<file path="src/rtl/core/bss_pkg.sv">
`timescale 1ns / 1ps

package bss_pkg;

	localparam int DEPTH  = 8;
	localparam int DATA_W = 32;
	localparam int CNT_W  = $clog2(DEPTH + 1);
	localparam int IDX_W  = (DEPTH > 1) ? $clog2(DEPTH) : 1;

	// request codes as they arrive on the request channel
	typedef enum logic [1:0] {
		OP_PUSH = 2'd0,
		OP_POP  = 2'd1,
		OP_DISP = 2'd2,
		OP_SORT = 2'd3
	} op_t;

	// result status codes
	localparam logic [1:0] ST_OK    = 2'd0;
	localparam logic [1:0] ST_FULL  = 2'd1;
	localparam logic [1:0] ST_EMPTY = 2'd2;

	// classified request between front and back
	typedef struct packed {
		op_t                      op;
		logic signed [DATA_W-1:0] value;
	} cmd_t;

	typedef enum logic [1:0] {
		ST_IDLE,
		ST_DISP,
		ST_SLOAD,
		ST_SEMIT
	} state_t;

endpackage

</file>
<file path="src/rtl/core/bss_req_if.sv">
`timescale 1ns / 1ps

interface bss_req_if;
	logic                              valid;
	logic                              ready;
	logic [1:0]                        req_type;
	logic signed [bss_pkg::DATA_W-1:0] push_value;

	modport source (output valid, output req_type, output push_value, input ready);
	modport sink (input valid, input req_type, input push_value, output ready);
endinterface

</file>
<file path="src/rtl/core/bss_rsp_if.sv">
`timescale 1ns / 1ps

interface bss_rsp_if;
	logic                              valid;
	logic                              ready;
	logic [1:0]                        status;
	logic signed [bss_pkg::DATA_W-1:0] data_value;
	logic                              last;

	modport source (output valid, output status, output data_value, output last, input ready);
	modport sink (input valid, input status, input data_value, input last, output ready);
endinterface

</file>
<file path="src/rtl/core/bss_front.sv">
`timescale 1ns / 1ps

module bss_front (
	input  logic          clk,
	input  logic          arst_n,
	bss_req_if.sink       req,
	output logic          cmd_valid,
	input  logic          cmd_ready,
	output bss_pkg::cmd_t cmd
);

	logic          v_q;
	bss_pkg::cmd_t cmd_q;

	assign req.ready = !v_q || cmd_ready;
	assign cmd_valid = v_q;
	assign cmd       = cmd_q;

	always_ff @(posedge clk or negedge arst_n) begin
		if (!arst_n) begin
			v_q <= 1'b0;
		end else if (req.ready) begin
			v_q <= req.valid;
		end
	end

	// classify: decode the request code, keep the value only for a push
	always_ff @(posedge clk) begin
		if (req.ready && req.valid) begin
			cmd_q.op <= bss_pkg::op_t'(req.req_type);
			if (bss_pkg::op_t'(req.req_type) == bss_pkg::OP_PUSH) begin
				cmd_q.value <= req.push_value;
			end else begin
				cmd_q.value <= '0;
			end
		end
	end

endmodule

</file>
<file path="src/rtl/core/bss_fifo.sv">
`timescale 1ns / 1ps

module bss_fifo (
	input  logic          clk,
	input  logic          arst_n,
	input  logic          wr_valid,
	output logic          wr_ready,
	input  bss_pkg::cmd_t wr_data,
	output logic          rd_valid,
	input  logic          rd_ready,
	output bss_pkg::cmd_t rd_data
);

	bss_pkg::cmd_t mem_q [2];
	logic          wr_ptr_q;
	logic          rd_ptr_q;
	logic [1:0]    fill_q;
	logic          do_wr;
	logic          do_rd;

	assign wr_ready = (fill_q != 2'd2);
	assign rd_valid = (fill_q != 2'd0);
	assign rd_data  = mem_q[rd_ptr_q];
	assign do_wr    = wr_valid && wr_ready;
	assign do_rd    = rd_valid && rd_ready;

	always_ff @(posedge clk or negedge arst_n) begin
		if (!arst_n) begin
			wr_ptr_q <= 1'b0;
			rd_ptr_q <= 1'b0;
			fill_q   <= 2'd0;
		end else begin
			if (do_wr) begin
				wr_ptr_q <= !wr_ptr_q;
			end
			if (do_rd) begin
				rd_ptr_q <= !rd_ptr_q;
			end
			if (do_wr && !do_rd) begin
				fill_q <= fill_q + 2'd1;
			end else if (do_rd && !do_wr) begin
				fill_q <= fill_q - 2'd1;
			end
		end
	end

	always_ff @(posedge clk) begin
		if (do_wr) begin
			mem_q[wr_ptr_q] <= wr_data;
		end
	end

endmodule

</file>
<file path="src/rtl/core/bss_back.sv">
`timescale 1ns / 1ps

module bss_back (
	input  logic          clk,
	input  logic          arst_n,
	input  logic          cmd_valid,
	output logic          cmd_ready,
	input  bss_pkg::cmd_t cmd,
	bss_rsp_if.source     rsp
);

	localparam int DEPTH = bss_pkg::DEPTH;
	localparam int CNT_W = bss_pkg::CNT_W;
	localparam int IDX_W = bss_pkg::IDX_W;
	localparam int DW    = bss_pkg::DATA_W;

	bss_pkg::state_t state_q;
	bss_pkg::state_t state_nxt;

	logic signed [DW-1:0] stk_q [DEPTH];
	logic signed [DW-1:0] srt_q [DEPTH];
	logic signed [DW-1:0] srt_nxt [DEPTH];
	logic [DEPTH-1:0]     le;
	logic [CNT_W-1:0]     cnt_q;
	logic [IDX_W-1:0]     idx_q;

	logic                 ov_q;
	logic [1:0]           o_status_q;
	logic signed [DW-1:0] o_data_q;
	logic                 o_last_q;

	logic                 out_free;
	logic                 is_full;
	logic                 is_empty;
	logic                 idx_last;
	logic [CNT_W-1:0]     rd_off;
	logic [IDX_W-1:0]     rd_addr;
	logic signed [DW-1:0] rd_data;

	// datapath controls
	logic                 emit;
	logic [1:0]           e_status;
	logic signed [DW-1:0] e_data;
	logic                 e_last;
	logic                 stk_wr;
	logic                 cnt_inc;
	logic                 cnt_dec;
	logic                 cnt_clr;
	logic                 idx_clr;
	logic                 idx_inc;
	logic                 srt_ld;

	assign out_free = !ov_q || rsp.ready;
	assign is_full  = (cnt_q == CNT_W'(DEPTH));
	assign is_empty = (cnt_q == '0);
	assign idx_last = ((CNT_W'(idx_q) + CNT_W'(1)) == cnt_q);

	// read address: top minus index while idle or displaying, index while loading
	always_comb begin
		if (state_q == bss_pkg::ST_SLOAD) begin
			rd_off = CNT_W'(idx_q);
		end else begin
			rd_off = cnt_q - CNT_W'(1) - CNT_W'(idx_q);
		end
	end
	assign rd_addr = rd_off[IDX_W-1:0];
	assign rd_data = stk_q[rd_addr];

	// insertion row: each cell keeps, takes the new value or takes its left neighbour
	for (genvar k = 0; k < DEPTH; k++) begin : g_cell
		assign le[k] = (CNT_W'(k) < CNT_W'(idx_q)) && (srt_q[k] <= rd_data);
		if (k == 0) begin : g_first
			assign srt_nxt[k] = le[k] ? srt_q[k] : rd_data;
		end else begin : g_rest
			assign srt_nxt[k] = le[k] ? srt_q[k] : (le[k-1] ? rd_data : srt_q[k-1]);
		end
	end

	// next state
	always_comb begin
		state_nxt = state_q;
		case (state_q)
			bss_pkg::ST_IDLE: begin
				if (cmd_valid && !is_empty) begin
					if (cmd.op == bss_pkg::OP_DISP) begin
						state_nxt = bss_pkg::ST_DISP;
					end else if (cmd.op == bss_pkg::OP_SORT) begin
						state_nxt = bss_pkg::ST_SLOAD;
					end
				end
			end
			bss_pkg::ST_DISP: begin
				if (out_free && idx_last) begin
					state_nxt = bss_pkg::ST_IDLE;
				end
			end
			bss_pkg::ST_SLOAD: begin
				if (idx_last) begin
					state_nxt = bss_pkg::ST_SEMIT;
				end
			end
			bss_pkg::ST_SEMIT: begin
				if (out_free && idx_last) begin
					state_nxt = bss_pkg::ST_IDLE;
				end
			end
			default: state_nxt = bss_pkg::ST_IDLE;
		endcase
	end

	// outputs of the sequencer
	always_comb begin
		cmd_ready = 1'b0;
		emit      = 1'b0;
		e_status  = bss_pkg::ST_OK;
		e_data    = '0;
		e_last    = 1'b1;
		stk_wr    = 1'b0;
		cnt_inc   = 1'b0;
		cnt_dec   = 1'b0;
		cnt_clr   = 1'b0;
		idx_clr   = 1'b0;
		idx_inc   = 1'b0;
		srt_ld    = 1'b0;
		case (state_q)
			bss_pkg::ST_IDLE: begin
				idx_clr = 1'b1;
				if (cmd_valid) begin
					if (cmd.op == bss_pkg::OP_PUSH) begin
						if (out_free) begin
							cmd_ready = 1'b1;
							emit      = 1'b1;
							if (is_full) begin
								e_status = bss_pkg::ST_FULL;
							end else begin
								stk_wr  = 1'b1;
								cnt_inc = 1'b1;
							end
						end
					end else if (is_empty) begin
						if (out_free) begin
							cmd_ready = 1'b1;
							emit      = 1'b1;
							e_status  = bss_pkg::ST_EMPTY;
						end
					end else if (cmd.op == bss_pkg::OP_POP) begin
						if (out_free) begin
							cmd_ready = 1'b1;
							emit      = 1'b1;
							e_data    = rd_data;
							cnt_dec   = 1'b1;
						end
					end else begin
						// display or sort on a non-empty stack: take it and run
						cmd_ready = 1'b1;
					end
				end
			end
			bss_pkg::ST_DISP: begin
				if (out_free) begin
					emit    = 1'b1;
					e_data  = rd_data;
					e_last  = idx_last;
					idx_inc = !idx_last;
					idx_clr = idx_last;
				end
			end
			bss_pkg::ST_SLOAD: begin
				srt_ld = 1'b1;
				if (idx_last) begin
					idx_clr = 1'b1;
				end else begin
					idx_inc = 1'b1;
				end
			end
			bss_pkg::ST_SEMIT: begin
				if (out_free) begin
					emit    = 1'b1;
					e_data  = srt_q[idx_q];
					e_last  = idx_last;
					idx_inc = !idx_last;
					idx_clr = idx_last;
					cnt_clr = idx_last;
				end
			end
			default: begin
				idx_clr = 1'b1;
			end
		endcase
	end

	always_ff @(posedge clk or negedge arst_n) begin
		if (!arst_n) begin
			state_q <= bss_pkg::ST_IDLE;
			cnt_q   <= '0;
			idx_q   <= '0;
			ov_q    <= 1'b0;
		end else begin
			state_q <= state_nxt;
			if (cnt_clr) begin
				cnt_q <= '0;
			end else if (cnt_inc) begin
				cnt_q <= cnt_q + CNT_W'(1);
			end else if (cnt_dec) begin
				cnt_q <= cnt_q - CNT_W'(1);
			end
			if (idx_clr) begin
				idx_q <= '0;
			end else if (idx_inc) begin
				idx_q <= idx_q + IDX_W'(1);
			end
			if (emit) begin
				ov_q <= 1'b1;
			end else if (rsp.ready) begin
				ov_q <= 1'b0;
			end
		end
	end

	always_ff @(posedge clk) begin
		if (stk_wr) begin
			stk_q[cnt_q[IDX_W-1:0]] <= cmd.value;
		end
		if (srt_ld) begin
			srt_q <= srt_nxt;
		end
		if (emit) begin
			o_status_q <= e_status;
			o_data_q   <= e_data;
			o_last_q   <= e_last;
		end
	end

	assign rsp.valid      = ov_q;
	assign rsp.status     = o_status_q;
	assign rsp.data_value = o_data_q;
	assign rsp.last       = o_last_q;

endmodule

</file>
<file path="src/rtl/core/bounded_stack_with_sort.sv">
`timescale 1ns / 1ps

// bounded stack of signed 32-bit words with display and sort
// req channel: one request per handshake (push, pop, display and sort)
// rsp channel: result items with status, data_value and last; last marks the
//   final result of a request
// the front stage registers and decodes each request and hands it through a
//   two-entry queue to the back end, so new requests are taken while the back
//   end is busy or the receiver stalls
// each request passes the front register, the queue and the back end's result
//   register before its first result is offered
// throughput is set by the back-end sequencer and its single read port: the back
//   end takes a new request only once the last result of the current one is offered;
//   display reads its results one by one from the stack, and sort first inserts every
//   entry into the sorting row, then offers the row from its first cell to its last
// sort leaves the stack empty and keeps every copy of equal values
// reset empties the stack and the queue and drops any pending result;
//   the storage itself is not cleared
// when the receiver holds ready low the result register keeps its item and the
//   back end waits; requests keep flowing in until the queue is full
module bounded_stack_with_sort (
	input  logic      clk,
	input  logic      arst_n,
	bss_req_if.sink   req,
	bss_rsp_if.source rsp
);

	// front to queue
	logic          f_valid;
	logic          f_ready;
	bss_pkg::cmd_t f_cmd;

	// queue to back end
	logic          b_valid;
	logic          b_ready;
	bss_pkg::cmd_t b_cmd;

	bss_front u_front (
		.clk       (clk),
		.arst_n    (arst_n),
		.req       (req),
		.cmd_valid (f_valid),
		.cmd_ready (f_ready),
		.cmd       (f_cmd)
	);

	bss_fifo u_fifo (
		.clk      (clk),
		.arst_n   (arst_n),
		.wr_valid (f_valid),
		.wr_ready (f_ready),
		.wr_data  (f_cmd),
		.rd_valid (b_valid),
		.rd_ready (b_ready),
		.rd_data  (b_cmd)
	);

	bss_back u_back (
		.clk       (clk),
		.arst_n    (arst_n),
		.cmd_valid (b_valid),
		.cmd_ready (b_ready),
		.cmd       (b_cmd),
		.rsp       (rsp)
	);

endmodule
</file>
<file path="src/flat_wrapper.sv">
// flat-port wrapper written by rule: the top's interface ports become plain ports
module bounded_stack_with_sort_flat 
  (clk, arst_n, req_valid, req_req_type, req_push_value, req_ready, rsp_valid, rsp_status, rsp_data_value, rsp_last, rsp_ready);
  bss_req_if req_i ();
  bss_rsp_if rsp_i ();
  input  logic clk;
  input  logic arst_n;
  input wire logic [$bits(req_i.valid)-1:0] req_valid;
  input wire logic [$bits(req_i.req_type)-1:0] req_req_type;
  input wire logic [$bits(req_i.push_value)-1:0] req_push_value;
  output wire logic [$bits(req_i.ready)-1:0] req_ready;
  output wire logic [$bits(rsp_i.valid)-1:0] rsp_valid;
  output wire logic [$bits(rsp_i.status)-1:0] rsp_status;
  output wire logic [$bits(rsp_i.data_value)-1:0] rsp_data_value;
  output wire logic [$bits(rsp_i.last)-1:0] rsp_last;
  input wire logic [$bits(rsp_i.ready)-1:0] rsp_ready;
  assign req_i.valid = req_valid;
  assign req_i.req_type = req_req_type;
  assign req_i.push_value = req_push_value;
  assign req_ready = req_i.ready;
  assign rsp_valid = rsp_i.valid;
  assign rsp_status = rsp_i.status;
  assign rsp_data_value = rsp_i.data_value;
  assign rsp_last = rsp_i.last;
  assign rsp_i.ready = rsp_ready;
  bounded_stack_with_sort u_core (.clk(clk), .arst_n(arst_n), .req(req_i), .rsp(rsp_i));
endmodule
</file>
<file path="config.mk">
export PLATFORM = sky130hd
export DESIGN_NAME = bounded_stack_with_sort_flat
export DESIGN_NICKNAME = d
export VERILOG_FILES = /design/src/rtl/core/bss_pkg.sv /design/src/rtl/core/bss_req_if.sv /design/src/rtl/core/bss_rsp_if.sv /design/src/rtl/core/bss_front.sv /design/src/rtl/core/bss_fifo.sv /design/src/rtl/core/bss_back.sv /design/src/rtl/core/bounded_stack_with_sort.sv /design/src/flat_wrapper.sv
export SDC_FILE = /design/constraint.sdc
export NUM_CORES = 1
export LEC_CHECK = 0
export BUFFER_PORTS_ARGS = -buffer_cell sky130_fd_sc_hd__buf_4
export CAP_MARGIN = 0
export CORE_ASPECT_RATIO = 0.6
export CORE_MARGIN = 8
export CORE_UTILIZATION = 54
export DETAILED_ROUTE_END_ITERATION = 16
export PLACE_DENSITY = 0.71
export SLEW_MARGIN = 30
export SYNTH_ARGS = -nofsm -noshare
export SYNTH_HDL_FRONTEND = slang
export SYNTH_HIERARCHICAL = 1
export SYNTH_SLANG_ARGS = --single-unit
</file>
<file path="constraint.sdc">
create_clock -name clk -period 19.2 [get_ports clk]
set_input_delay 0.96 -clock clk [delete_from_list [all_inputs] [get_ports clk]]
set_output_delay 0.96 -clock clk [all_outputs]
set_load 0.005 [all_outputs]
</file>
==> key figures <==
Place
  • Hpwl dp: just over 60000 um
  • Placement Setup Slack: 11.22 ns
  • Input/output buffers: 74
  • RD Place Congestion: ~1
  • Placed Area: 34900 um2

Timing
  • Final TNS setup: 0 ns
  • RSZ-0062 raised after global routing: false
  • Minimum clock period: between 8 and 9 ns
  • Slew headroom: approximately 33%
  • Endpoints failing hold: 0
  • Fmax: 124 MHz
  • Post-Route Skew: 0.0412 ns
  • Slew Limit Fails: 0
  • Final setup viols: 0
  • Worst Max-Slew Pin Slew: 0.997 ns
  • Final period util: 42.0%
  • Setup WS post-layout: 11.14 ns

Global routing
  • Vias in the first global route: 19409
  • Largest net degree at the start of global routing: 49
  • Total gr overflow: 0
  • First-pass GRT wire length: 133000 um
  • GRT Util Overall: 25.9%
  • Initial antenna violation count: 2

Floorplan
  • Std-Cell Core Area: 60900 um2
  • Die area: 70000 um2
  • Starting Density: roughly 55%
  • Site Rows: 70
  • DIE WIDTH: 336 um
  • Die height: 208 um
  • I/O Pins: 75

Logic synthesis
  • Synth cell types: 69
  • Synthesis Warnings: 6
  • Synthesized area: 33200 um2
  • Seq/Total Area, Yosys: 59.7%
  • Synthesized instance count: 2022
  • Synthesized net count: 2290
  • Ys flop type: edfxtp_1
  • Asr flop ratio synth: 2.26%
  • Post-synth EDFFs: about 650
  • #FFs+latches synth: 664
  • Mean Syn Cell Area: 16.4 um2

Critical path
  • R2r endpoint: u_core/u_back/srt_q[145]$_DFFE_PP_
  • FF-to-FF Start: u_core/u_back/idx_q[0]$_DFFE_PN0P_
  • Crit-path cells: ha_1 > fa_1 > a21oi_4 > buf_4 > mux4_2 > mux2_2 > inv_1 > ha_1 > nand4_1 > nor4bb_1 > nand4_1 > nand2_1 > o32ai_1 > nor3_4 > buf_4 > nor2_4 > buf_4
  • R2R cell count: 17
  • Slowest library cell on the worst path: dfrtp_4
  • Required @ worst endpoint: a little under 20 ns
  • CP max FO: 48
  • R2r setup slk: 11.14 ns
  • Cell mode on critical path: buf_4
  • Kind of cell adding the most delay to the critical path: simple AND/OR/NAND/NOR gates
  • Crit path capture type: register
  • Worst stage delay on the critical path: 0.97 ns
  • Arr. time, crit path: 8.42 ns
  • WS Path Type: reg -> reg
  • Buffers & Inverters on Critical Path: 4
  • Critical path launch point type: register

CTS
  • CTS tree: done
  • Root cell of the clock tree: clkbuf_16
  • Hold_buf cts: 0
  • Post-CTS Setup Repair Bufs: 0
  • Post-cts repair resize count: 0
  • Clock Latency Late Sink: 0.66 ns
  • Total CTS buffers: 60
  • Clock-pin slew on the worst setup and hold paths: about 0.06 ns
  • CTS Sinks: 664
  • Clock tree buffer depth: 3
  • H-tree levels: 2

Detailed routing
  • Avg WL per Cell: roughly 31 um
  • Iteration-0 DRC Markers: 2345
  • Detailed Route WL: ~90000 um
  • Via density per instance: 6.55
  • DRC errors left: 0
  • Total number of vias: 19659
  • Drt pass-1 iters: 5
  • DRT antenna net count: 0

Worst hold path
  • Min-Delay Path Class: in -> async

Run status
  • Run status: finished clean

Final layout
  • Final Cell Area: 37000 um2
  • # nets final: 2390
  • Core Util, Final: 60.8%
  • Area delta synth->final: 11.3%
  • Number of diodes: 0
  • Share of layout cells above drive strength 1: a little under a third

Flow run
  • Max_cap viols: 0
[cell families (layout without fill, tap and decap cells)]
logic type | count (synthesis) | after routing | share of synthesized area (%)
DFF | 664 | 664 | 59.7
AOI/OAI and AO/OA | 228 | 228 | 4.31
adders and majority gates | 230 | 230 | 8.68
and+or+nand+nor | 307 | 307 | 4.89
xor gates and xnor gates | 14 | 14 | 0.369
buffers and inverters | 129 | 281 | 1.94
muxes | 450 | 450 | 20.1
[cells in the mapped netlist, types with 3 or more instances]
cell	number	area [um2]
o21ai_0	28	140
buf_2	24	120
nor3_1	17	85.1
a22oi_1	3	22.5
ha_1	229	2870
o21a_1	6	45.0
a31oi_1	4	25.0
a211oi_1	10	75.1
nand3_1	28	140
buf_1	16	60.1
a2111oi_0	4	35.0
buf_6	11	124
a21oi_1	90	450
and4_1	8	70.1
nand2b_1	5	31.3
and2_1	38	238
or2_2	3	18.8
nand2_1	69	259
o211ai_1	10	75.1
o22ai_1	32	200
dfrtp_1	15	375
edfxtp_1	649	19500
mux4_2	128	2880
mux2_2	226	2540
mux2i_1	39	390
nand4_1	46	288
a32o_1	4	40.0
nor4_1	7	43.8
a21o_1	9	67.6
xnor2_1	10	87.6
nor2_1	54	203
inv_1	52	195
a21boi_0	4	30.0
a221oi_1	8	70.1
mux2_4	57	856
nor2b_1	11	68.8
buf_12	3	60.1
clkbuf_1	23	86.3
xor2_1	4	35.0
or4_1	5	37.5
[cells in the final DEF (no fill, tap or decap), types with 9 or more instances in the layout]
master     count
nor2_1        41
mux2_4        57
o22ai_1       32
and2_1        36
a21o_1         9
nand2_1       69
nor2b_1       11
buf_4        113
dfrtp_1       11
o21ai_0       25
inv_1         52
mux2_2       226
clkbuf_1      16
o211ai_1      10
mux4_2       128
xnor2_1       10
ha_1         229
nand3_1       27
a21oi_1       89
nor3_1        12
a211oi_1      10
clkinv_1      10
clkinv_2       9
mux2i_1       39
edfxtp_1     649
nor2_4        14
nand4_1       46
clkbuf_16     60
[worst reg2reg max path: stages, from the launching register on]
cell and delay (ns):
dfrtp_4 0.97, ha_1 0.31, fa_1 0.45, a21oi_4 0.58, buf_4 0.69, mux4_2 0.64
mux2_2 0.35, inv_1 0.25, ha_1 0.21, nand4_1 0.19, nor4bb_1 0.76, nand4_1 0.16
nand2_1 0.15, o32ai_1 0.12, nor3_4 0.80, buf_4 0.56, nor2_4 0.24, buf_4 0.32
[worst max path at each step]
stage                                         end                                from  cells after the start
6_report       u_core/u_back/srt_q[145]$_DFFE_PP_  u_core/u_back/idx_q[0]$_DFFE_PN0P_                     17
5_1_grt        u_core/u_back/srt_q[145]$_DFFE_PP_  u_core/u_back/idx_q[0]$_DFFE_PN0P_                     17
4_1_cts        u_core/u_back/srt_q[142]$_DFFE_PP_  u_core/u_back/idx_q[0]$_DFFE_PN0P_                     17
3_5_place_dp   u_core/u_back/srt_q[142]$_DFFE_PP_  u_core/u_back/idx_q[0]$_DFFE_PN0P_                     17
3_3_place_gp   u_core/u_back/srt_q[142]$_DFFE_PP_  u_core/u_back/idx_q[0]$_DFFE_PN0P_                     17
2_1_floorplan  u_core/u_back/srt_q[192]$_DFFE_PP_  u_core/u_back/cnt_q[0]$_DFFE_PN0P_                     18
[metal layers]
layer / vias to the layer above / GRT usage, % / part of all wire [%]
li1: 8388 / - / -
met1: 10122 / 39.7 / 45
met2: 1013 / 34.1 / 40
met3: 130 / 10.2 / 13
met4: 6 / 5.40 / 1.9
met5: - / 2.41 / 0.24
[stage by stage]
step	cells	hold slack, ns
4_1_cts	3001	0.156
6_report	3002	0.181
5_1_grt	3002	0.174
3_3_place_gp	2886	0.425
2_1_floorplan	2022	0.421
3_5_place_dp	2887	0.430
[flip-flops by register name, indices dropped and copies added (netlist names), 2 cells and up]
| register | cells |
|---|---|
| u_core/u_back/rsp.status | 2 |
| u_core/u_back/stk_q | 256 |
| u_core/u_fifo/fill_q | 2 |
| u_core/u_back/srt_q | 256 |
| u_core/u_back/cnt_q | 4 |
| u_core/u_back/idx_q | 3 |
| u_core/u_back/rsp.data_value | 32 |
| u_core/u_fifo/mem_q | 68 |
| u_core/u_back/state_q | 2 |
| u_core/u_front/cmd | 34 |
[cell type report]
| cell class | count | area, um2 |
|---|---|---|
| Fill cell | 4493 | 23900 |
| Sequential cell | 664 | 19900 |
| Multi-Input combinational cell | 1229 | 13000 |
| Clock buffer | 81 | 1630 |
| Tap cell | 828 | 1040 |
| Timing Repair Buffer | 115 | 903 |
| Clock inverter | 33 | 394 |
| Inverter | 52 | 195 |
Power is left out: the tool's default activity adds up to more than one toggle a clock period on the data nets, which glitch-free logic cannot reach.
